$ cat src/hdl/anp_pkg.sv
// Package with the shared types, character codes and digit decoder of the ASCII number parser.
`timescale 1ns / 1ps
`default_nettype none

package anp_pkg;

    localparam int unsigned ValueWidth = 32;
    localparam int unsigned CountWidth = 16;
    localparam int unsigned CharWidth  = 8;

    localparam logic [CharWidth-1:0]  CHAR_ZERO    = 8'd48;
    localparam logic [CharWidth-1:0]  CHAR_NINE    = 8'd57;
    localparam logic [CharWidth-1:0]  CHAR_UPPER_A = 8'd65;
    localparam logic [CharWidth-1:0]  CHAR_UPPER_F = 8'd70;
    localparam logic [CharWidth-1:0]  CHAR_LOWER_A = 8'h61;
    localparam logic [CharWidth-1:0]  CHAR_LOWER_F = 8'h66;
    localparam logic [CharWidth-1:0]  CHAR_LOWER_X = 8'h78;
    localparam logic [CharWidth-1:0]  UPPER_OFFSET = 8'd55;
    localparam logic [CharWidth-1:0]  LOWER_OFFSET = 8'd87;
    localparam logic [CountWidth-1:0] COUNT_MAX    = 16'hFFFF;

    // Parser phase: idle, a lone leading zero seen, or accumulating digits.
    typedef enum logic [1:0] {
        PH_IDLE   = 2'd0,
        PH_ZERO   = 2'd1,
        PH_DIGITS = 2'd2
    } phase_t;

    typedef struct packed {
        logic       ok;
        logic [3:0] val;
    } digit_t;

    // Decodes one character as a decimal digit, or as a hex digit when hex is set.
    function automatic digit_t digit_of(input logic [CharWidth-1:0] c, input logic hex);
        digit_t             d;
        logic [CharWidth-1:0] diff;
        d    = '0;
        diff = '0;
        if (c >= CHAR_ZERO && c <= CHAR_NINE) begin
            diff = c - CHAR_ZERO;
            d.ok = 1'b1;
        end else if (hex && c >= CHAR_UPPER_A && c <= CHAR_UPPER_F) begin
            diff = c - UPPER_OFFSET;
            d.ok = 1'b1;
        end else if (hex && c >= CHAR_LOWER_A && c <= CHAR_LOWER_F) begin
            diff = c - LOWER_OFFSET;
            d.ok = 1'b1;
        end
        d.val = diff[3:0];
        return d;
    endfunction

endpackage

`default_nettype wire

$ cat src/hdl/ascii_number_parser_top.sv
// Top level of the streaming ASCII decimal/hex to unsigned integer parser.
//
//  Channel | Direction | tdata (low bit first)                     | tuser          | Per word
//  --------+-----------+-------------------------------------------+----------------+----------
//  s_      | in        | [7:0] ascii_char                          | [0] first_char | one char
//  m_      | out       | [31:0] number_value, [47:32] chars_consumed | [0] was_hex  | one number
//
// Each character word is captured in an input register and parsed, once the result slot is
// free, by the digit decoder and shift-and-add accumulator (total*10 or total*16 plus digit),
// which update the parser state and load the result register in a single pass.
// A new word is accepted every cycle unless an untaken result stalls the parse stage.
// Only the character that ends a number produces a result word; all others produce none.
// When the result register holds an untaken word, the input register holds its word and
// s_tready drops once both are full; nothing is lost or repeated.
// aresetn is synchronous and active low; it returns the parser to idle and empties both
// registers.
`timescale 1ns / 1ps
`default_nettype none

module ascii_number_parser_top (
    input  wire logic        aclk,
    input  wire logic        aresetn,
    input  wire logic        s_tvalid,
    output logic             s_tready,
    input  wire logic [7:0]  s_tdata,   // [7:0] ascii_char
    input  wire logic [0:0]  s_tuser,   // [0] first_char
    output logic             m_tvalid,
    input  wire logic        m_tready,
    output logic [47:0]      m_tdata,   // [31:0] number_value, [47:32] chars_consumed
    output logic [0:0]       m_tuser    // [0] was_hex
);

    import anp_pkg::*;

    // Input register.
    logic                 in_vld_reg, in_vld_next;
    logic [CharWidth-1:0] in_char_reg;
    logic                 in_first_reg;

    // Parser state.
    phase_t                phase_reg, phase_next;
    logic                  hex_reg, hex_next;
    logic [ValueWidth-1:0] total_reg, total_next;
    logic [CountWidth-1:0] count_reg, count_next;

    // Result register.
    logic                  out_vld_reg, out_vld_next;
    logic [ValueWidth-1:0] out_value_reg, out_value_next;
    logic [CountWidth-1:0] out_count_reg, out_count_next;
    logic                  out_hex_reg, out_hex_next;

    logic                  fire;
    logic                  has_result;
    logic                  use_hex;
    digit_t                dig;
    logic [ValueWidth-1:0] scaled;
    logic [ValueWidth-1:0] accum;
    logic [CountWidth-1:0] count_bump;

    // The parse stage advances whenever it holds a word and the result slot can take one.
    assign fire     = in_vld_reg && (!out_vld_reg || m_tready);
    assign s_tready = !in_vld_reg || fire;

    assign in_vld_next = (s_tvalid && s_tready) ? 1'b1 : (fire ? 1'b0 : in_vld_reg);

    // Hex digits are only legal once the prefix has switched the parser to hex.
    assign use_hex = !in_first_reg && (phase_reg == PH_DIGITS) && hex_reg;
    assign dig     = digit_of(in_char_reg, use_hex);

    // Multiply by 16 or by 10 (8x + 2x), then add the digit, all modulo 2^32.
    assign scaled = hex_reg ? {total_reg[ValueWidth-5:0], 4'b0000}
                            : ({total_reg[ValueWidth-4:0], 3'b000} +
                               {total_reg[ValueWidth-2:0], 1'b0});
    assign accum  = scaled + {{(ValueWidth-4){1'b0}}, dig.val};

    assign count_bump = (count_reg != COUNT_MAX) ? count_reg + 1'b1 : count_reg;

    // Next-state logic of the parser.
    always_comb begin
        phase_next = phase_reg;
        hex_next   = hex_reg;
        total_next = total_reg;
        count_next = count_reg;
        if (fire) begin
            if (in_first_reg) begin
                hex_next   = 1'b0;
                total_next = '0;
                count_next = '0;
                if (in_char_reg == CHAR_ZERO) begin
                    count_next = 16'd1;
                    phase_next = PH_ZERO;
                end else if (dig.ok) begin
                    total_next = {{(ValueWidth-4){1'b0}}, dig.val};
                    count_next = 16'd1;
                    phase_next = PH_DIGITS;
                end else begin
                    phase_next = PH_IDLE;
                end
            end else begin
                case (phase_reg)
                    PH_ZERO: begin
                        if (in_char_reg == CHAR_LOWER_X) begin
                            hex_next   = 1'b1;
                            count_next = 16'd2;
                            phase_next = PH_DIGITS;
                        end else if (dig.ok) begin
                            total_next = {{(ValueWidth-4){1'b0}}, dig.val};
                            count_next = count_bump;
                            phase_next = PH_DIGITS;
                        end else begin
                            phase_next = PH_IDLE;
                        end
                    end
                    PH_DIGITS: begin
                        if (dig.ok) begin
                            total_next = accum;
                            count_next = count_bump;
                        end else begin
                            phase_next = PH_IDLE;
                        end
                    end
                    default: begin
                        phase_next = phase_reg;
                    end
                endcase
            end
        end
    end

    // Result logic: the first rejected character of a number emits the number so far.
    always_comb begin
        has_result = 1'b0;
        if (in_first_reg) begin
            has_result = (in_char_reg != CHAR_ZERO) && !dig.ok;
        end else begin
            case (phase_reg)
                PH_ZERO:   has_result = (in_char_reg != CHAR_LOWER_X) && !dig.ok;
                PH_DIGITS: has_result = !dig.ok;
                default:   has_result = 1'b0;
            endcase
        end

        out_value_next = out_value_reg;
        out_count_next = out_count_reg;
        out_hex_next   = out_hex_reg;
        if (fire && has_result) begin
            out_value_next = in_first_reg ? '0   : total_reg;
            out_count_next = in_first_reg ? '0   : count_reg;
            out_hex_next   = in_first_reg ? 1'b0 : hex_reg;
        end

        if (fire) begin
            out_vld_next = has_result;
        end else if (m_tready) begin
            out_vld_next = 1'b0;
        end else begin
            out_vld_next = out_vld_reg;
        end
    end

    always_ff @(posedge aclk) begin
        if (!aresetn) begin
            in_vld_reg  <= 1'b0;
            phase_reg   <= PH_IDLE;
            hex_reg     <= 1'b0;
            total_reg   <= '0;
            count_reg   <= '0;
            out_vld_reg <= 1'b0;
        end else begin
            in_vld_reg  <= in_vld_next;
            phase_reg   <= phase_next;
            hex_reg     <= hex_next;
            total_reg   <= total_next;
            count_reg   <= count_next;
            out_vld_reg <= out_vld_next;
        end
    end

    // Payload registers need no reset.
    always_ff @(posedge aclk) begin
        if (s_tvalid && s_tready) begin
            in_char_reg  <= s_tdata;
            in_first_reg <= s_tuser[0];
        end
        out_value_reg <= out_value_next;
        out_count_reg <= out_count_next;
        out_hex_reg   <= out_hex_next;
    end

    assign m_tvalid = out_vld_reg;
    assign m_tdata  = {out_count_reg, out_value_reg};
    assign m_tuser  = out_hex_reg;

    // A hex result always counts at least the two prefix characters.
    a_hex_count: assert property (@(posedge aclk) disable iff (!aresetn)
        (m_tvalid && m_tuser[0]) |-> (m_tdata[47:32] >= 16'd2))
        else $error("hex result with fewer than two consumed characters");

    // After a lone leading zero the total is zero, one character is counted, not hex.
    a_zero_phase: assert property (@(posedge aclk) disable iff (!aresetn)
        (phase_reg == PH_ZERO) |-> (total_reg == '0 && count_reg == 16'd1 && !hex_reg))
        else $error("inconsistent state after a leading zero");

    // A word held in the input register stays there until the parse stage takes it.
    a_in_hold: assert property (@(posedge aclk) disable iff (!aresetn)
        (in_vld_reg && !fire) |=> (in_vld_reg && $stable(in_char_reg)
                                   && $stable(in_first_reg)))
        else $error("input word dropped before parsing");

    // A result that has not been taken is not overwritten.
    a_out_hold: assert property (@(posedge aclk) disable iff (!aresetn)
        (out_vld_reg && !m_tready) |=> (out_vld_reg && $stable(out_value_reg)
                                        && $stable(out_count_reg)))
        else $error("untaken result overwritten");

endmodule

`default_nettype wire
$ cat config.mk
export PLATFORM = sky130hd
export DESIGN_NAME = ascii_number_parser_top
export DESIGN_NICKNAME = d
export VERILOG_FILES = /design/src/hdl/anp_pkg.sv /design/src/hdl/ascii_number_parser_top.sv
export SDC_FILE = /design/constraint.sdc
export NUM_CORES = 1
export LEC_CHECK = 0
export ABC_CLOCK_PERIOD_IN_PS = 4600
export BUFFER_PORTS_ARGS = -buffer_cell sky130_fd_sc_hd__buf_2
export CAP_MARGIN = 15
export CELL_PAD_IN_SITES_DETAIL_PLACEMENT = 1
export CELL_PAD_IN_SITES_GLOBAL_PLACEMENT = 1
export CORE_UTILIZATION = 37
export CTS_CLUSTER_SIZE = 40
export DETAILED_ROUTE_END_ITERATION = 6
export PLACE_DENSITY_LB_ADDON = 0.1
export SLEW_MARGIN = 20
export SYNTH_ARGS = -nofsm -noshare
export SYNTH_HDL_FRONTEND = slang
export SYNTH_SLANG_ARGS = --single-unit
$ cat constraint.sdc
create_clock -name aclk -period 4.6 [get_ports aclk]
set_clock_uncertainty 0.15 [all_clocks]
set_input_delay 0.46 -clock aclk [delete_from_list [all_inputs] [get_ports aclk]]
set_output_delay 0.46 -clock aclk [all_outputs]
set_load 0.01 [all_outputs]
After elaboration in Yosys (flattened, before gate mapping)
Index checks and enable logic that the tools add are counted.
{"block": "word_totals", "ram_bits": 0, "romBits": 0, "ff_bits": 111, "latchBits": 0, "out_inout_bits": 51, "mem_count": 0}
{"block": "op_classes", "div_mod_pow": 0, "n_lt_le_gt_ge": 6, "eq_ne": 11, "muxes": 36, "n_shift": 0, "add_sub_neg": 6, "mul": 0, "reduce_logical": 27, "n_bitwise": 0}
{"cell": "2-to-1 mux 32 bit", "count": 5}
{"cell": "2-to-1 mux 16 bit", "count": 4}
{"cell": "case mux 32 bit (2 select lines)", "count": 1}
{"cell": "adder 32 bit", "count": 1}
{"cell": "adder 32 x 4 -> 32 bit", "count": 1}
{"cell": "case mux 16 bit (2 select lines)", "count": 1}
{"cell": "2-to-1 mux 4 bit", "count": 5}
{"cell": "adder 16 x 1 -> 16 bit (second input constant)", "count": 1}
{"cell": "greater-or-equal comparator 8 x 7 -> 1 bit (second input constant)", "count": 2}
{"cell": "less-or-equal comparator 8 x 7 -> 1 bit (second input constant)", "count": 2}
{"cell": "inequality test 16 bit (second input constant)", "count": 1}
{"cell": "2-to-1 mux 1 bit", "count": 13}
{"cell": "logical AND 1 bit", "count": 12}
{"cell": "inequality test 3 bit (second input constant)", "count": 4}
{"cell": "2-to-1 mux 2 bit", "count": 5}
{"cell": "equality test 8 x 6 -> 1 bit (second input constant)", "count": 1}
{"cell": "equality test 8 x 7 -> 1 bit (second input constant)", "count": 1}
{"cell": "greater-or-equal comparator 8 x 6 -> 1 bit (second input constant)", "count": 1}
{"cell": "less-or-equal comparator 8 x 6 -> 1 bit (second input constant)", "count": 1}
{"cell": "inequality test 8 x 6 -> 1 bit (second input constant)", "count": 1}
{"cell": "inequality test 8 x 7 -> 1 bit (second input constant)", "count": 1}
{"cell": "nonzero test 2 bit", "count": 4}
{"cell": "subtractor 4 x 3 -> 4 bit (second input constant)", "count": 2}
{"cell": "AND reduction 3 bit", "count": 2}
{"cell": "other kinds (10)", "count": 14}

Logic depth before layout (Yosys ltp)
{"block": "logic_depth", "word_depth": 13, "ltp_mapped": 20, "depth_no_buf": 19}

Worst setup path before layout
OpenSTA, ideal clock, no wires.
{"block": "synth_path", "kind": "flip-flop to flip-flop", "startpoint": "register phase_reg[0]", "endpoint": "register total_reg[31]", "setup_time_ps": 62, "path_buffers": 1, "arrival_ps": 4297, "path_stages_with_launch": 21, "required_time_ps": 4388, "path_slack_ps": 90, "path_cell_list": "dfxtp_1 -> inv_1 -> ha_1 -> clkbuf_1 -> nor2b_1 -> nand4_1 -> a311oi_2 -> nor2b_1 -> o21ai_0 -> o21ai_0 -> inv_1 -> fa_1 -> nor2b_1 -> o21ai_0 -> nor2_1 -> and4b_1 -> nand2_1 -> nor4_4 -> nand3_1 -> or4_1 -> nand3_1"}
{"block": "synth_via", "elab_chain_len": 12, "word_cells_on_any_way": 23, "cone_classes": "add/sub: 1; eq/ne: 5; mux: 9; reduce/logical: 8"}
{"item": "start: declaration", "line_no": "ascii_number_parser_top.sv:41", "source": "phase_t phase_reg, phase_next;"}
{"item": "start signal: assignment", "line_no": "ascii_number_parser_top.sv:171", "source": "phase_reg <= phase_next;"}
{"item": "equality test 2 bit", "line_no": "ascii_number_parser_top.sv:67, ascii_number_parser_top.sv:100"}
{"item": "logical AND 1 bit (2 in a row)", "line_no": "ascii_number_parser_top.sv:67", "source": "assign use_hex = !in_first_reg && (phase_reg == PH_DIGITS) && hex_reg;"}
{"item": "logical AND 1 bit (2 in a row)", "line_no": "anp_pkg.sv:46", "source": "end else if (hex && c >= CHAR_LOWER_A && c <= CHAR_LOWER_F) begin"}
{"item": "2-to-1 mux 4 bit", "line_no": "anp_pkg.sv:46"}
{"item": "2-to-1 mux 4 bit", "line_no": "anp_pkg.sv:43", "source": "end else if (hex && c >= CHAR_UPPER_A && c <= CHAR_UPPER_F) begin"}
{"item": "2-to-1 mux 4 bit", "line_no": "anp_pkg.sv:40", "source": "if (c >= CHAR_ZERO && c <= CHAR_NINE) begin"}
{"item": "adder 32 x 4 -> 32 bit", "line_no": "ascii_number_parser_top.sv:74", "source": "assign accum = scaled + {{(ValueWidth-4){1'b0}}, dig.val};"}
{"item": "2-to-1 mux 32 bit", "line_no": "ascii_number_parser_top.sv:115", "source": "if (dig.ok) begin"}
{"item": "case mux 32 bit (2 select lines)", "line_no": "ascii_number_parser_top.sv:100", "source": "case (phase_reg)"}
{"item": "2-to-1 mux 32 bit", "line_no": "ascii_number_parser_top.sv:85", "source": "if (in_first_reg) begin"}
{"item": "end signal: assignment", "line_no": "ascii_number_parser_top.sv:173", "source": "total_reg <= total_next;"}
{"item": "end: declaration", "line_no": "ascii_number_parser_top.sv:43", "source": "logic [ValueWidth-1:0] total_reg, total_next;"}
Parallel ways exist; a longest one is shown, timed or not. The select of a mux whose other input is x is not followed.
A chain may end at the register's enable or synchronous reset.

Worst setup path in the final report
{"block": "layout_path", "startpoint": "register in_char_reg[0]", "endpoint": "register total_reg[31]"}
{"block": "layout_via", "elab_chain_len": 10, "word_cells_on_any_way": 29, "cone_classes": "add/sub: 4; order compare: 6; eq/ne: 4; mux: 9; reduce/logical: 6"}
{"item": "start: declaration", "line_no": "ascii_number_parser_top.sv:37", "source": "logic [CharWidth-1:0] in_char_reg;"}
{"item": "start signal: assignment", "line_no": "ascii_number_parser_top.sv:182", "source": "in_char_reg <= s_tdata;"}
{"item": "greater-or-equal comparator 8 x 7 -> 1 bit", "line_no": "anp_pkg.sv:46"}
{"item": "logical AND 1 bit (2 in a row)", "line_no": "anp_pkg.sv:46"}
{"item": "2-to-1 mux 4 bit", "line_no": "anp_pkg.sv:46"}
{"item": "2-to-1 mux 4 bit", "line_no": "anp_pkg.sv:43"}
{"item": "2-to-1 mux 4 bit", "line_no": "anp_pkg.sv:40"}
{"item": "adder 32 x 4 -> 32 bit", "line_no": "ascii_number_parser_top.sv:74"}
{"item": "2-to-1 mux 32 bit", "line_no": "ascii_number_parser_top.sv:115"}
{"item": "case mux 32 bit (2 select lines)", "line_no": "ascii_number_parser_top.sv:100"}
{"item": "2-to-1 mux 32 bit", "line_no": "ascii_number_parser_top.sv:85"}
Parallel ways exist; a longest one is shown, timed or not. The select of a mux whose other input is x is not followed.

==> flow_results.org <==
** Status
- The flow ran to the end, and the final reports show no timing, DRC or antenna violations.

** Pwr
- Net switching is 23.3% of the power.
- Net Sw Power :: 0.444 mW
- Leak Pwr :: 3.21 nW
- Final total power :: around 1.9 mW
- Portion of total power attributed to combinational logic :: between 5 and 6%
- Clock power share :: 39.1%
- Pint :: 1.46 mW
- Power spread over the standard cell area amounts to about 230 nW/um2.
- Worst ir drop on vdd :: 0.182 mV
- Share of power burned in registers :: 55.8%

** Clocking
- CTS saw 111 sinks.
- Clock-pin slew on the worst setup and hold paths :: 80 ps
- Worst-Skew Late Latency :: 350 ps
- H-tree levels :: 3
- Maximum buffer depth of the clock tree :: 2
- Num CTS Buffers :: 9
- Hold-fix buffer count after cts :: 0
- Root Driver :: sky130_fd_sc_hd__clkbuf_16
- TritonCTS clock tree :: yes

** Logic synthesis
- After synthesis the cells add up to 7280 um2.
- After synthesis, flip-flops and latches occupy around two fifths of the total area.
- The number of nets in the synthesized netlist is 875.
- Counting distinct cell types in the post-synthesis netlist gives just under 80.
- Post-synthesis async set-or-reset flop share :: 0%
- Yosys mapped a number of flops with a built-in enable equal to 58.
- Syn Area/Cell :: just under 9 um2
- YS warnings :: 0
- The synthesized design spends more area on one cell type than any other, namely sky130_fd_sc_hd__edfxtp_1.
- Cell count after synthesis :: 823
- After synthesis, the cell types taking the most area are sky130_fd_sc_hd__edfxtp_1 24%, sky130_fd_sc_hd__dfxtp_1 15%, sky130_fd_sc_hd__ha_1 6.4%.
- The synthesized design devotes to its leading area cell type a little under a quarter of total area.
- Register bit count reported by yosys :: 111
- Among all flip-flop cells after synthesis, the most frequent one is sky130_fd_sc_hd__edfxtp_1.

** Layout
- Utilization after layout :: 43.6%
- Once layout is done, the placed cells without fillers occupy 8290 um2.
- Leading cell types in the layout, fill and taps excluded :: 80 x sky130_fd_sc_hd__nor2_1, 79 x sky130_fd_sc_hd__nand2_1, 63 x sky130_fd_sc_hd__buf_2, 58 x sky130_fd_sc_hd__edfxtp_1, 54 x sky130_fd_sc_hd__a21oi_1
- Number of standard cells in the layout, taps in and fillers out :: between 1000 and 1500
- Diodes inserted :: 0
- Fraction of layout instances using a drive strength above 1 :: 14.7%
- For this run, the post-layout net count is 946.
- Relative to the synthesized area, the layout overhead comes to 13.9%.
- Most common cell after layout, fill and taps aside :: sky130_fd_sc_hd__nor2_1

** Timing
- The number of pins exceeding their max-slew limit in the final report is 0.
- The final number of hold-violating endpoints is 0.
- For the pin with the worst max-slew slack, the measured transition is 1060 ps.
- For the final routed database, the setup TNS stands at 0 ps.
- Once routing completed, OpenROAD measured the worst setup slack at 237 ps.
- Smallest hold slack :: 139 ps
- Ratio of final minimum period to clock period :: 94.9%
- The worst path needs 4360 ps of the cycle, external delays included.
- Relative slew margins :: between 20 and 30%
- Achievable frequency :: 229 MHz
- Setup Viol. Count Final :: 0

** Worst setup path
- Type of destination of the critical path :: register
- For the worst setup path, the data required time is 4740 ps.
- The critical path is of the register to register type.
- Critical path fanouts, max :: 6
- Startpoint class of the critical path :: register
- Data on the critical path arrives at its endpoint at 4500 ps.

** Floorplan
- The die covers between 20000 and 25000 um2.
- Die H :: ~140 um
- The floorplan has 50 rows.
- The core region is 19000 um2.
- Number of ports placed on the die boundary :: 64
- Effective utilization at floorplan :: 38.3%
- X dimension of the die :: 142 um

** Placement
- Timing analysis after detailed placement gives a worst setup slack of 113 ps.
- Routability-driven placement finished with a final weighted congestion of 0.813.
- Number of port buffers :: 63
- Area after DPL :: 7920 um2
- The HPWL after detailed placement is 16000 um.
- Inst Count DP :: ~1100

** Route
- Routed wirelength normalized by instance count :: around 18 um
- Vias per cell :: 5.63
- Via Count :: 6521
- Routed WL :: 21100 um
- The detail route stage leaves a number of antenna-violating nets equal to 0.
- Starting DRC count in detailed routing :: 228
- Number of search-and-repair iterations in the first detailed-routing pass :: 4
- Number of remaining DRC errors :: 0

** GRT
- The number of global-route vias before repair came to 6677.
- Global-route usage over all layers :: 21.5%
- The total overflow left after global routing is 0.
- Number of antenna violations at the first check in global routing :: 0
- Global-route wire length before repair :: between 30000 and 40000 um
- Entering global routing, the biggest net connects 65 pins.

** Worst hold path
- Worst min-delay path category :: primary input to register

** Job
- The tool flagged a number of max-cap violations equal to 0.
final cells by class:
| cell class | instances | area [um2] |
|---|---|---|
| Fill cell | 2283 | 10700 |
| Multi-Input combinational cell | 651 | 4240 |
| Sequential cell | 111 | 2800 |
| Timing Repair Buffer | 91 | 526 |
| Tap cell | 260 | 325 |
| Clock buffer | 10 | 229 |
| Inverter | 30 | 113 |
| Clock inverter | 6 | 52.6 |
worst paths after layout:
path | start | to | slack [ps] | depth (start not counted)
worst max-delay path | in_char_reg[0] | total_reg[31] | 240 | 19
worst min-delay path | s_tdata[0] | in_char_reg[0] | 140 | 1
worst max register to register | in_char_reg[0] | total_reg[31] | 240 | 19
worst min register to register | total_reg[31] | total_reg[31] | 320 | 2
cell families (layout without fill, tap and decap cells):
group,after synthesis,count (layout),share of synthesized area [%]
adders and majority gates,39,39,6.91
muxes,10,10,1.39
DFF,111,111,38.5
and+or+nand+nor,342,342,24.4
AOI/OAI and AO/OA,222,222,20.9
xor gates and xnor gates,38,38,4.57
buffers and inverters,61,137,3.32
critical path, stage by stage, from the launching register on:
cell	delay [ps]
sky130_fd_sc_hd__edfxtp_1	400
sky130_fd_sc_hd__inv_1	90
sky130_fd_sc_hd__ha_1	230
sky130_fd_sc_hd__nor3b_1	160
sky130_fd_sc_hd__a311oi_2	380
sky130_fd_sc_hd__nor2b_1	170
sky130_fd_sc_hd__o21ai_0	80
sky130_fd_sc_hd__o21ai_1	160
sky130_fd_sc_hd__inv_1	100
sky130_fd_sc_hd__fa_1	450
sky130_fd_sc_hd__nor2b_1	180
sky130_fd_sc_hd__o21ai_0	160
sky130_fd_sc_hd__nor2_1	170
sky130_fd_sc_hd__and4b_1	260
sky130_fd_sc_hd__nand2_2	100
sky130_fd_sc_hd__nor4_4	270
sky130_fd_sc_hd__buf_4	190
sky130_fd_sc_hd__nand3_1	90
sky130_fd_sc_hd__or4_1	430
sky130_fd_sc_hd__nand3_1	90
power by group through the flow:
stage / registers (mW) / logic (mW) / clock network (mW)
floorplan: 1.09 / 0.0466 / 0
global placement: 1.09 / 0.0907 / 0
detailed placement: 1.09 / 0.0942 / 0
CTS: 1.07 / 0.0947 / 0.775
global route: 1.07 / 0.107 / 0.807
finish: 1.07 / 0.0971 / 0.745
Yosys cell counts (all sizes together) (6+ instances only):
cell type,n
a211oi,12
a21oi,54
and3,8
a21o,18
nand2,80
xnor2,17
nor3,14
nand4,14
dfxtp,53
or3,13
o211ai,8
inv,30
nor3b,6
nand3,30
clkbuf,20
o21ai,43
nor4,6
nand2b,7
o31ai,9
xor2,21
a22oi,13
ha,37
mux2i,9
nor2b,53
o21a,6
and2,7
nor2,80
a31oi,12
buf,11
edfxtp,58
metal layers:
metal,global-route usage [%],up-vias,part of all wire [%]
met5,0,-,0
met1,26.9,3216,46
li1,-,3184,-
met2,39.0,97,50
met3,2.59,24,2.5
met4,4.87,0,1.5
repair_timing:
item / 4_1_cts / 5_1_grt
hold endpoints to repair: 0 / 0
buffers inserted: 0 / 12
resized for setup: 0 / 3
setup endpoints to repair: 0 / 11
Power figures use the tool's default switching activity.
